[src/sv/o2srp_pkg.sv]
`default_nettype none
// ----------------------------------------------------------------------------
// o2srp_pkg
// Shared types, codes and character tables for the O2 sensor reply parser.
// ----------------------------------------------------------------------------
package o2srp_pkg;

    localparam int ECHO_LEN    = 5;
    localparam int FIELD_CHARS = 30;
    localparam int REQ_KINDS   = 5;

    localparam logic [7:0] CHAR_CR    = 8'h0D;
    localparam logic [7:0] CHAR_SPACE = 8'h20;
    localparam logic [7:0] CHAR_HASH  = 8'h23;
    localparam logic [7:0] CHAR_ZERO  = 8'h30;
    localparam logic [7:0] CHAR_NINE  = 8'h39;

    localparam logic OP_BEGIN = 1'b0;
    localparam logic OP_BYTE  = 1'b1;

    typedef enum logic [3:0] {
        PH_IDLE,
        PH_CONFIRM,
        PH_TYPE,
        PH_CHANNEL,
        PH_VERSION,
        PH_SUBSENSORS,
        PH_O2,
        PH_TEMP,
        PH_STATUS,
        PH_DPHI,
        PH_INTENSITY,
        PH_AMBIENT,
        PH_PRESSURE,
        PH_HUMIDITY,
        PH_NR
    } t_phase;

    typedef enum logic [2:0] {
        CS_IDLE,
        CS_CHECK,
        CS_INFO,
        CS_ID,
        CS_O2,
        CS_RAW,
        CS_ERROR
    } t_req;

    typedef enum logic [3:0] {
        FK_NONE,
        FK_O2,
        FK_TEMP,
        FK_STATUS,
        FK_INTENSITY,
        FK_AMBIENT,
        FK_PRESSURE,
        FK_HUMIDITY,
        FK_ID,
        FK_TYPE,
        FK_CHANNEL,
        FK_VERSION,
        FK_SUBSENSORS
    } t_fkind;

    // Field being read: value, character count, digits ended by a non-digit.
    typedef struct packed {
        logic [63:0] acc;
        logic [4:0]  cnt;
        logic        stopped;
    } t_field;

    // Matcher state seen by the confirm-phase logic.
    typedef struct packed {
        logic [2:0] echo_idx;
        logic [2:0] err_idx;
        logic [2:0] armed_cmd;
        logic       armed_valid;
        t_req       req_state;
        logic       err_flag;
        logic       conn_flag;
        logic       mux_sel;
    } t_echo_st;

    // Confirm-phase outcome for one byte.
    typedef struct packed {
        logic [2:0] echo_idx;
        logic [2:0] err_idx;
        t_req       req_state;
        logic       err_flag;
        logic       conn_flag;
        logic       done;
        t_phase     phase;
    } t_echo_res;

    function automatic logic [7:0] err_char(input logic [2:0] idx);
        logic [7:0] c;
        case (idx)
            3'd0:    c = "#";
            3'd1:    c = "E";
            3'd2:    c = "R";
            3'd3:    c = "R";
            3'd4:    c = "O";
            default: c = 8'h00;
        endcase
        return c;
    endfunction

    function automatic logic [7:0] cmd_char(input logic [2:0] cmd, input logic [2:0] idx);
        logic [39:0] txt;
        logic [7:0]  c;
        case (cmd)
            3'd0:    txt = "#LOGO";
            3'd1:    txt = "#VERS";
            3'd2:    txt = "#IDNR";
            3'd3:    txt = "#DOXY";
            3'd4:    txt = "#DRAW";
            default: txt = '0;
        endcase
        case (idx)
            3'd0:    c = txt[39:32];
            3'd1:    c = txt[31:24];
            3'd2:    c = txt[23:16];
            3'd3:    c = txt[15:8];
            3'd4:    c = txt[7:0];
            default: c = 8'h00;
        endcase
        return c;
    endfunction

endpackage
`default_nettype wire

[src/sv/o2srp_echo.sv]
`default_nettype none
// ----------------------------------------------------------------------------
// o2srp_echo
// Confirm phase: track the command echo and the error reply for one byte.
// ----------------------------------------------------------------------------
module o2srp_echo (
    input  wire logic [7:0]          i_byte,
    input  wire o2srp_pkg::t_echo_st i_st,
    output o2srp_pkg::t_echo_res     o_res
);

    logic       match;
    logic [2:0] ei;
    logic [2:0] xi;

    always_comb begin
        o_res.req_state = i_st.req_state;
        o_res.err_flag  = i_st.err_flag;
        o_res.conn_flag = i_st.conn_flag;
        o_res.done      = 1'b0;
        o_res.phase     = o2srp_pkg::PH_CONFIRM;
        ei = i_st.echo_idx;
        xi = i_st.err_idx;

        // a hash restarts both matches
        if (i_byte == o2srp_pkg::CHAR_HASH) begin
            ei = '0;
            xi = '0;
        end

        if (xi < 3'(o2srp_pkg::ECHO_LEN)) begin
            if (i_byte == o2srp_pkg::err_char(xi)) begin
                xi = xi + 3'd1;
            end else begin
                xi = '0;
            end
        end else begin
            // byte after a full error reply
            o_res.err_flag = 1'b1;
            xi = '0;
            if (o_res.req_state != o2srp_pkg::CS_IDLE) begin
                o_res.req_state = o2srp_pkg::CS_ERROR;
            end
        end

        match = i_st.armed_valid && (ei < 3'(o2srp_pkg::ECHO_LEN)) &&
                (i_byte == o2srp_pkg::cmd_char(i_st.armed_cmd, ei));

        if (match) begin
            ei = ei + 3'd1;
            if (ei == 3'(o2srp_pkg::ECHO_LEN)) begin
                o_res.done = 1'b1;
                xi = '0;
                ei = '0;
                o_res.conn_flag = i_st.mux_sel ? ~o_res.err_flag : 1'b1;
                case (o_res.req_state)
                    o2srp_pkg::CS_ID:   o_res.phase = o2srp_pkg::PH_NR;
                    o2srp_pkg::CS_INFO: o_res.phase = o2srp_pkg::PH_TYPE;
                    o2srp_pkg::CS_O2,
                    o2srp_pkg::CS_RAW:  o_res.phase = o2srp_pkg::PH_O2;
                    default: begin
                        o_res.req_state = o2srp_pkg::CS_IDLE;
                        o_res.phase     = o2srp_pkg::PH_IDLE;
                    end
                endcase
            end
        end else begin
            ei = '0;
        end

        o_res.echo_idx = ei;
        o_res.err_idx  = xi;
    end

endmodule
`default_nettype wire

[src/sv/o2srp_accum.sv]
`default_nettype none
// ----------------------------------------------------------------------------
// o2srp_accum
// Add one character to the current field: decimal multiply-accumulate with
// saturation at all ones.
// ----------------------------------------------------------------------------
module o2srp_accum (
    input  wire logic [7:0]        i_byte,
    input  wire o2srp_pkg::t_field i_field,
    output o2srp_pkg::t_field      o_field
);

    logic        is_digit;
    logic [7:0]  digit;
    logic [67:0] wide;

    assign is_digit = (i_byte >= o2srp_pkg::CHAR_ZERO) && (i_byte <= o2srp_pkg::CHAR_NINE);
    assign digit    = i_byte - o2srp_pkg::CHAR_ZERO;
    // acc * 10 + d as (acc << 3) + (acc << 1) + d
    assign wide     = ({4'b0, i_field.acc} << 3) + ({4'b0, i_field.acc} << 1) +
                      {64'b0, digit[3:0]};

    always_comb begin
        o_field = i_field;
        if (i_field.cnt < 5'(o2srp_pkg::FIELD_CHARS)) begin
            o_field.cnt = i_field.cnt + 5'd1;
            if (!i_field.stopped) begin
                if (is_digit) begin
                    o_field.acc = (wide[67:64] != 4'b0) ? '1 : wide[63:0];
                end else begin
                    o_field.stopped = 1'b1;
                end
            end
        end
    end

endmodule
`default_nettype wire

[src/sv/o2_sensor_response_parser.sv]
`default_nettype none
// ----------------------------------------------------------------------------
// o2_sensor_response_parser
// Byte-wise parser for an O2 sensor's ASCII reply: echo and error detection,
// then space-separated decimal fields reported with their kind.
// ----------------------------------------------------------------------------
//
// Channel   Direction  Signals                          Payload
// -------   ---------  -------------------------------  -------------------------------
// s_axis    in         tvalid tready tdata[15:0] tuser  begin request or received byte
// m_axis    out        tvalid tready tdata[71:0] tuser  field result, tlast = record done
//                      tlast
// cfg       in         i_cfg_valid o_cfg_ready          mux_selected
//                      i_cfg_data
//
// Each transfer passes an input register, the parse logic and a result
// register; one item is taken per cycle unless the pipe holds as below.
// The parse step is a small decision plus a 68-bit multiply-by-ten add.
// When the result register is full and m_axis_tready is low, the pipe holds
// and s_axis_tready drops in the same cycle once the input register is full.
// Reset (synchronous, active low) clears the parse state, flags and the
// valid bits of both registers; the config port is always ready.
// ----------------------------------------------------------------------------
module o2_sensor_response_parser (
    input  wire logic        i_clk,
    input  wire logic        i_rst_n,

    input  wire logic        s_axis_tvalid,
    output logic             s_axis_tready,
    // [2:0] request_kind, [3] clear_flags, [11:4] rx_byte, [15:12] zero
    input  wire logic [15:0] s_axis_tdata,
    // [0] op
    input  wire logic        s_axis_tuser,

    output logic             m_axis_tvalid,
    input  wire logic        m_axis_tready,
    // [63:0] field_value, [66:64] com_state, [67] connected, [68] error_seen,
    // [71:69] zero
    output logic [71:0]      m_axis_tdata,
    // [0] field_valid, [4:1] field_kind
    output logic [4:0]       m_axis_tuser,
    // record_done
    output logic             m_axis_tlast,

    input  wire logic        i_cfg_valid,
    output logic             o_cfg_ready,
    input  wire logic        i_cfg_data
);

    // input register
    logic       r_in_valid;
    logic       r_in_op;
    logic [2:0] r_in_kind;
    logic       r_in_clr;
    logic [7:0] r_in_byte;

    // parse state
    logic              r_mux_sel;
    o2srp_pkg::t_phase r_phase,     n_phase;
    o2srp_pkg::t_req   r_req,       n_req;
    logic [2:0]        r_echo_idx,  n_echo_idx;
    logic [2:0]        r_err_idx,   n_err_idx;
    logic              r_err_flag,  n_err_flag;
    logic              r_conn_flag, n_conn_flag;
    logic [2:0]        r_armed_cmd, n_armed_cmd;
    logic              r_armed_vld, n_armed_vld;
    o2srp_pkg::t_field r_field,     n_field;

    // result register
    logic              r_out_valid;
    logic              r_out_fvalid, n_fvalid;
    o2srp_pkg::t_fkind r_out_fkind,  n_fkind;
    logic [63:0]       r_out_fvalue, n_fvalue;
    logic              r_out_rdone,  n_rdone;
    o2srp_pkg::t_req   r_out_req;
    logic              r_out_conn;
    logic              r_out_err;

    logic                advance;
    o2srp_pkg::t_echo_st echo_st;
    o2srp_pkg::t_echo_res echo_res;
    o2srp_pkg::t_field   field_add;
    o2srp_pkg::t_field   field_clr;

    // advance the pipe when the result register is free or being drained
    assign advance       = r_in_valid && (!r_out_valid || m_axis_tready);
    assign s_axis_tready = !r_in_valid || advance;
    assign o_cfg_ready   = 1'b1;

    assign field_clr = '0;

    assign echo_st = '{
        echo_idx:    r_echo_idx,
        err_idx:     r_err_idx,
        armed_cmd:   r_armed_cmd,
        armed_valid: r_armed_vld,
        req_state:   r_req,
        err_flag:    r_err_flag,
        conn_flag:   r_conn_flag,
        mux_sel:     r_mux_sel
    };

    o2srp_echo u_echo (
        .i_byte (r_in_byte),
        .i_st   (echo_st),
        .o_res  (echo_res)
    );

    o2srp_accum u_accum (
        .i_byte  (r_in_byte),
        .i_field (r_field),
        .o_field (field_add)
    );

    // one parse step for the item in the input register
    always_comb begin
        n_phase     = r_phase;
        n_req       = r_req;
        n_echo_idx  = r_echo_idx;
        n_err_idx   = r_err_idx;
        n_err_flag  = r_err_flag;
        n_conn_flag = r_conn_flag;
        n_armed_cmd = r_armed_cmd;
        n_armed_vld = r_armed_vld;
        n_field     = r_field;
        n_fkind     = o2srp_pkg::FK_NONE;
        n_rdone     = 1'b0;

        if (r_in_op == o2srp_pkg::OP_BEGIN) begin
            // arm a new request; match positions stay as they are
            n_phase = o2srp_pkg::PH_CONFIRM;
            if (r_in_kind < 3'(o2srp_pkg::REQ_KINDS)) begin
                n_armed_cmd = r_in_kind;
                n_armed_vld = 1'b1;
                n_req       = o2srp_pkg::t_req'(r_in_kind + 3'd1);
            end else begin
                n_armed_vld = 1'b0;
                n_req       = o2srp_pkg::CS_IDLE;
            end
            if (r_in_clr) begin
                n_err_flag  = 1'b0;
                n_conn_flag = 1'b0;
            end
        end else begin
            case (r_phase)
                o2srp_pkg::PH_IDLE: begin
                    n_phase = o2srp_pkg::PH_IDLE;
                end
                o2srp_pkg::PH_CONFIRM: begin
                    n_echo_idx  = echo_res.echo_idx;
                    n_err_idx   = echo_res.err_idx;
                    n_req       = echo_res.req_state;
                    n_err_flag  = echo_res.err_flag;
                    n_conn_flag = echo_res.conn_flag;
                    n_phase     = echo_res.phase;
                    if (echo_res.done) begin
                        n_field = field_clr;
                    end
                end
                default: begin
                    if (r_in_byte != o2srp_pkg::CHAR_CR) begin
                        if (r_in_byte != o2srp_pkg::CHAR_SPACE) begin
                            n_field = field_add;
                        end else if (r_field.cnt != 5'd0) begin
                            // space closes a non-empty field
                            case (r_phase)
                                o2srp_pkg::PH_TYPE: begin
                                    n_fkind = o2srp_pkg::FK_TYPE;
                                    n_phase = o2srp_pkg::PH_CHANNEL;
                                end
                                o2srp_pkg::PH_CHANNEL: begin
                                    n_fkind = o2srp_pkg::FK_CHANNEL;
                                    n_phase = o2srp_pkg::PH_VERSION;
                                end
                                o2srp_pkg::PH_VERSION: begin
                                    n_fkind = o2srp_pkg::FK_VERSION;
                                    n_phase = o2srp_pkg::PH_SUBSENSORS;
                                end
                                o2srp_pkg::PH_O2: begin
                                    n_fkind = o2srp_pkg::FK_O2;
                                    n_phase = o2srp_pkg::PH_TEMP;
                                end
                                o2srp_pkg::PH_TEMP: begin
                                    n_fkind = o2srp_pkg::FK_TEMP;
                                    n_phase = o2srp_pkg::PH_STATUS;
                                end
                                o2srp_pkg::PH_STATUS: begin
                                    n_fkind = o2srp_pkg::FK_STATUS;
                                    n_phase = o2srp_pkg::PH_DPHI;
                                end
                                o2srp_pkg::PH_DPHI: begin
                                    // drop dphi
                                    n_phase = o2srp_pkg::PH_INTENSITY;
                                end
                                o2srp_pkg::PH_INTENSITY: begin
                                    n_fkind = o2srp_pkg::FK_INTENSITY;
                                    n_phase = o2srp_pkg::PH_AMBIENT;
                                end
                                o2srp_pkg::PH_AMBIENT: begin
                                    n_fkind = o2srp_pkg::FK_AMBIENT;
                                    n_phase = o2srp_pkg::PH_PRESSURE;
                                end
                                o2srp_pkg::PH_PRESSURE: begin
                                    n_fkind = o2srp_pkg::FK_PRESSURE;
                                    n_phase = o2srp_pkg::PH_HUMIDITY;
                                end
                                default: begin
                                    n_phase = r_phase;
                                end
                            endcase
                            n_field = field_clr;
                        end
                    end else begin
                        // CR ends the reply
                        case (r_phase)
                            o2srp_pkg::PH_STATUS: begin
                                n_fkind = o2srp_pkg::FK_STATUS;
                                n_rdone = 1'b1;
                            end
                            o2srp_pkg::PH_SUBSENSORS: begin
                                n_fkind = o2srp_pkg::FK_SUBSENSORS;
                            end
                            o2srp_pkg::PH_HUMIDITY: begin
                                n_fkind = o2srp_pkg::FK_HUMIDITY;
                                n_rdone = 1'b1;
                            end
                            o2srp_pkg::PH_NR: begin
                                n_fkind = o2srp_pkg::FK_ID;
                                n_rdone = 1'b1;
                            end
                            default: begin
                                n_fkind = o2srp_pkg::FK_NONE;
                            end
                        endcase
                        n_req   = o2srp_pkg::CS_IDLE;
                        n_phase = o2srp_pkg::PH_IDLE;
                        n_field = field_clr;
                    end
                end
            endcase
        end

        n_fvalid = (n_fkind != o2srp_pkg::FK_NONE);
        n_fvalue = n_fvalid ? r_field.acc : 64'd0;
    end

    // control and parse state
    always_ff @(posedge i_clk) begin
        if (!i_rst_n) begin
            r_in_valid  <= 1'b0;
            r_out_valid <= 1'b0;
            r_mux_sel   <= 1'b0;
            r_phase     <= o2srp_pkg::PH_IDLE;
            r_req       <= o2srp_pkg::CS_IDLE;
            r_echo_idx  <= '0;
            r_err_idx   <= '0;
            r_err_flag  <= 1'b0;
            r_conn_flag <= 1'b0;
            r_armed_cmd <= '0;
            r_armed_vld <= 1'b0;
            r_field     <= '0;
        end else begin
            if (i_cfg_valid) begin
                r_mux_sel <= i_cfg_data;
            end
            if (s_axis_tready) begin
                r_in_valid <= s_axis_tvalid;
            end
            if (advance) begin
                r_out_valid <= 1'b1;
            end else if (m_axis_tready) begin
                r_out_valid <= 1'b0;
            end
            if (advance) begin
                r_phase     <= n_phase;
                r_req       <= n_req;
                r_echo_idx  <= n_echo_idx;
                r_err_idx   <= n_err_idx;
                r_err_flag  <= n_err_flag;
                r_conn_flag <= n_conn_flag;
                r_armed_cmd <= n_armed_cmd;
                r_armed_vld <= n_armed_vld;
                r_field     <= n_field;
            end
        end
    end

    // payload registers
    always_ff @(posedge i_clk) begin
        if (s_axis_tready && s_axis_tvalid) begin
            r_in_op   <= s_axis_tuser;
            r_in_kind <= s_axis_tdata[2:0];
            r_in_clr  <= s_axis_tdata[3];
            r_in_byte <= s_axis_tdata[11:4];
        end
        if (advance) begin
            r_out_fvalid <= n_fvalid;
            r_out_fkind  <= n_fkind;
            r_out_fvalue <= n_fvalue;
            r_out_rdone  <= n_rdone;
            r_out_req    <= n_req;
            r_out_conn   <= n_conn_flag;
            r_out_err    <= n_err_flag;
        end
    end

    assign m_axis_tvalid = r_out_valid;
    assign m_axis_tdata  = {3'b0, r_out_err, r_out_conn, r_out_req, r_out_fvalue};
    assign m_axis_tuser  = {r_out_fkind, r_out_fvalid};
    assign m_axis_tlast  = r_out_rdone;

endmodule
`default_nettype wire
[config.mk]
export PLATFORM = sky130hd
export DESIGN_NAME = o2_sensor_response_parser
export DESIGN_NICKNAME = d
export VERILOG_FILES = /design/src/sv/o2srp_pkg.sv /design/src/sv/o2srp_echo.sv /design/src/sv/o2srp_accum.sv /design/src/sv/o2_sensor_response_parser.sv
export SDC_FILE = /design/constraint.sdc
export NUM_CORES = 1
export LEC_CHECK = 0
export ABC_AREA = 1
export BUFFER_PORTS_ARGS = -buffer_cell sky130_fd_sc_hd__buf_4
export CAP_MARGIN = 10
export CELL_PAD_IN_SITES_DETAIL_PLACEMENT = 1
export CELL_PAD_IN_SITES_GLOBAL_PLACEMENT = 1
export CORE_MARGIN = 2
export CORE_UTILIZATION = 45
export DETAILED_ROUTE_END_ITERATION = 10
export GPL_ROUTABILITY_DRIVEN = 0
export GPL_TIMING_DRIVEN = 0
export MAX_ROUTING_LAYER = met4
export PLACE_DENSITY_LB_ADDON = 0.3
export SLEW_MARGIN = 20
export SYNTH_ARGS = -nofsm -noshare
export SYNTH_HDL_FRONTEND = slang
export SYNTH_SLANG_ARGS = --single-unit
[constraint.sdc]
create_clock -name i_clk -period 6.1 [get_ports i_clk]
set_clock_uncertainty 0.15 [all_clocks]
set_input_delay 1.83 -clock i_clk [delete_from_list [all_inputs] [get_ports i_clk]]
set_output_delay 1.83 -clock i_clk [all_outputs]
set_load 0.01 [all_outputs]
==> impl_metrics.json <==
{
  "slowest_delay_ns": 0.62,
  "dpl_cell_area_um2": 15400,
  "synth_fa_ha_area_frac": 0.128,
  "synth-edff-count": 88,
  "synth_cells": 2025,
  "synth_mux_area_frac": 0,
  "synth_cell_types": 46,
  "viasPerCell": 5.60,
  "cts_tree": "built",
  "synth_async_sr_flop_share": 0,
  "postCtsSetupRepairBufs": 0,
  "peakVddDrop_uv": 209,
  "maxSlewHeadroom": 0.226,
  "antenna_found_initial": 0,
  "worstPathArrival_ns": 5.27,
  "path_buf_inv": 3,
  "setup-violations-final": 0,
  "fp.coreArea_um2": 30700,
  "nFillCells": 4079,
  "first_pass_iters": 5,
  "layout.cells.non_filler": 2550,
  "yosys.area_share.simple": 0.305,
  "initial_core_util": 0.460,
  "synth_compound_area_frac": 0.118,
  "rrSetupSlack_ns": 1.05,
  "maxSlewViolCount": 0,
  "yosysWarnings": 0,
  "clk_latency_ns": 0.48,
  "status": "finished, final reports clean",
  "cp_common_cell": "nand3_1",
  "rsz0062_at_grt": "no",
  "grt_max_degree": 44,
  "critPathLaunchType": "flop",
  "cap_violations": 0,
  "met3_usage": 0.0417,
  "clock_path_buffers": 2,
  "cts_resized": 0,
  "drt_wl_total_um": 47400,
  "cts-buffers-inserted": 17,
  "cts-htree-levels": 4,
  "hpwl_um": 37400,
  "die_h_um": 181,
  "vias": 14300,
  "first_iter_violations": 946,
  "worst_pin_slew_ns": 1.16,
  "layout_common_cells": "418 x nand2_1, 275 x inv_1, 263 x nor2_1, 255 x nand3_1, 144 x a21oi_1",
  "max_freq_mhz": 198,
  "top_usage_layer": "met2",
  "postLayoutCellArea_um2": 16000,
  "final.period_utilization": 0.829,
  "yosysSeqAreaShare": 0.317,
  "slowest_stage": "fa_1",
  "leakagePower_nw": 7.55,
  "fin_nets": 2307,
  "holdBufCountCts": 0,
  "worstPathCellList": "fa_1 -> inv_1 -> fa_1 -> o21ai_1 -> a21oi_1 -> o21ai_1 -> inv_1 -> o21ai_1 -> nand3_1 -> nand3_1 -> nand2_1 -> nor2_4 -> buf_2 -> nand3_1 -> nand3_1 -> nand2_1",
  "synth_flop_cell": "dfxtp_1",
  "p_per_area_nw_per_um2": 166,
  "fp.dieW_um": 181,
  "hp-class": "flop to flop",
  "ys_seq_elements": 180,
  "synth_top_family_by_area": "simple AND/OR/NAND/NOR gates",
  "syn_to_final_growth_pct": 12.9,
  "grt-ovfl-total": 0,
  "rows": 64,
  "met2_usage": 0.509,
  "grtUsageMet1": 0.366,
  "crit_type": "flop to flop",
  "ant_nets": 0,
  "synth-xor-area-share": 0.0322,
  "grtUsageTotal": 0.304,
  "first_global_vias": 15200,
  "path_delay_family": "compound AO/OA/AOI/OAI gates",
  "finalPower_mw": 2.65,
  "num_io_pins": 104,
  "numPortBuffers": 94,
  "cp_max_fo": 10,
  "cts.root.buffer_cell": "clkbuf_16",
  "cts_sinks": 180,
  "finalCriticalPeriod_ns": 5.05,
  "netlist_area_um2": 14100,
  "end_kind": "flop",
  "drive_above_1_share": 0.0840,
  "synth.avg_cell_area_um2": 6.98,
  "post_drt_wl_per_cell_um": 18.6,
  "grt_pass1_wl_um": 77800,
  "n_antenna_cell": 0,
  "final_hold_viol_count": 0,
  "tns_ns": 0,
  "final_common_cell": "nand2_1",
  "clkTransAtPathRegs_ns": 0.08,
  "drc": 0,
  "cp_data_required_time_ns": 6.31,
  "place_inst": 2518,
  "die_area_um2": 32800
}
## cell usage after synthesis (2+ instances only)
| library cell | number | area (um2) |
|---|---|---|
| nand2_1 | 418 | 1570 |
| inv_1 | 275 | 1030 |
| nor2_1 | 263 | 987 |
| nand3_1 | 255 | 1280 |
| a21oi_1 | 144 | 721 |
| ha_1 | 141 | 1760 |
| dfxtp_1 | 92 | 1840 |
| edfxtp_1 | 88 | 2640 |
| o21ai_0 | 82 | 410 |
| xnor2_1 | 31 | 272 |
| nand4_1 | 26 | 163 |
| xor2_1 | 21 | 184 |
| buf_2 | 18 | 90.1 |
| clkbuf_1 | 18 | 67.6 |
| o21bai_1 | 18 | 135 |
| o21a_1 | 12 | 90.1 |
| nor4_1 | 11 | 68.8 |
| a21o_1 | 10 | 75.1 |
| buf_4 | 10 | 75.1 |
| nor3_1 | 10 | 50.1 |
| buf_1 | 9 | 33.8 |
| nand3b_1 | 8 | 60.1 |
| buf_6 | 7 | 78.8 |
| o211ai_1 | 6 | 45.0 |
| o21ai_1 | 6 | 30.0 |
| a21boi_0 | 5 | 37.5 |
| a31oi_1 | 5 | 31.3 |
| inv_2 | 5 | 18.8 |
| a211oi_1 | 3 | 22.5 |
| nand2_2 | 3 | 18.8 |
| nor2_4 | 3 | 33.8 |
| and3_1 | 2 | 12.5 |
| clkinv_1 | 2 | 7.51 |
| conb_1 | 2 | 7.51 |
| fa_1 | 2 | 40.0 |
| nand2_4 | 2 | 22.5 |
| o2111ai_1 | 2 | 17.5 |
| o221ai_1 | 2 | 17.5 |
## worst register-to-register path, delay by kind of cell, from the launching register on
family,cells,cell delay [ns]
buffers and inverters,3,0.49
flip-flops,1,0.53
adder cells (fa/ha/maj),2,1.10
AND/OR/NAND/NOR,7,1.21
AO/OA/AOI/OAI,4,1.47
## where the power goes
group	internal (mW)	total, mW	switching (mW)
clock network	0.550	1.14	0.590
logic	0.0674	0.186	0.119
registers	1.30	1.32	0.0211
## metrics by stage
stage | hold slack (ns) | util | worst slack, ns
global route | 0.361 | 0.519 | 0.828
CTS | 0.324 | 0.519 | 1.15
floorplan | 0.281 | - | 1.14
finish | 0.323 | 0.519 | 1.05
global placement | 0.301 | 0.499 | -0.263
detailed placement | 0.312 | 0.500 | 1.19
## logic make-up (layout without fill, tap and decap cells)
group,count (synthesis),count (layout)
and+or+nand+nor,1005,1005
adders and majority gates,143,143
other,2,4
buffers and inverters,344,471
DFF,180,180
AOI/OAI and AO/OA,299,299
xor gates and xnor gates,52,52
## sequential cells by signal (all words and copies together) (netlist names), 3 cells and up
name          flops
r_in_byte         8
r_phase           4
r_out_req         3
r_out_fkind       4
r_out_fvalue     64
r_req             3
r_echo_idx        3
r_in_kind         3
r_armed_cmd       3
r_field          70
r_err_idx         3
## worst paths after layout
path	to	start	cells after the start
setup / recovery	r_field[59]	r_in_byte[3]	16
hold / removal	r_err_idx[1]	r_err_idx[1]	2
setup reg to reg	r_field[59]	r_in_byte[3]	16
hold reg to reg	r_err_idx[1]	r_err_idx[1]	2
## cell type report
cell class	count	area (um2)	share of cell area
plain buffers	62	349	0.0219
well taps	396	495	0.0311
flip-flops and latches	180	4480	0.281
clock inverters	15	163	0.0102
clock buffers	17	425	0.0267
multi-input cells	1503	8250	0.517
inverters	282	1060	0.0663
repair buffers	95	726	0.0455
## layer usage
layer  share of wire  vias to the layer above
li1                -                     6930
met1            0.44                     6829
met5               0                        -
met4           0.039                        0
met2            0.47                      399
met3           0.050                      115
No activity file was read; power rests on OpenSTA's default activity.
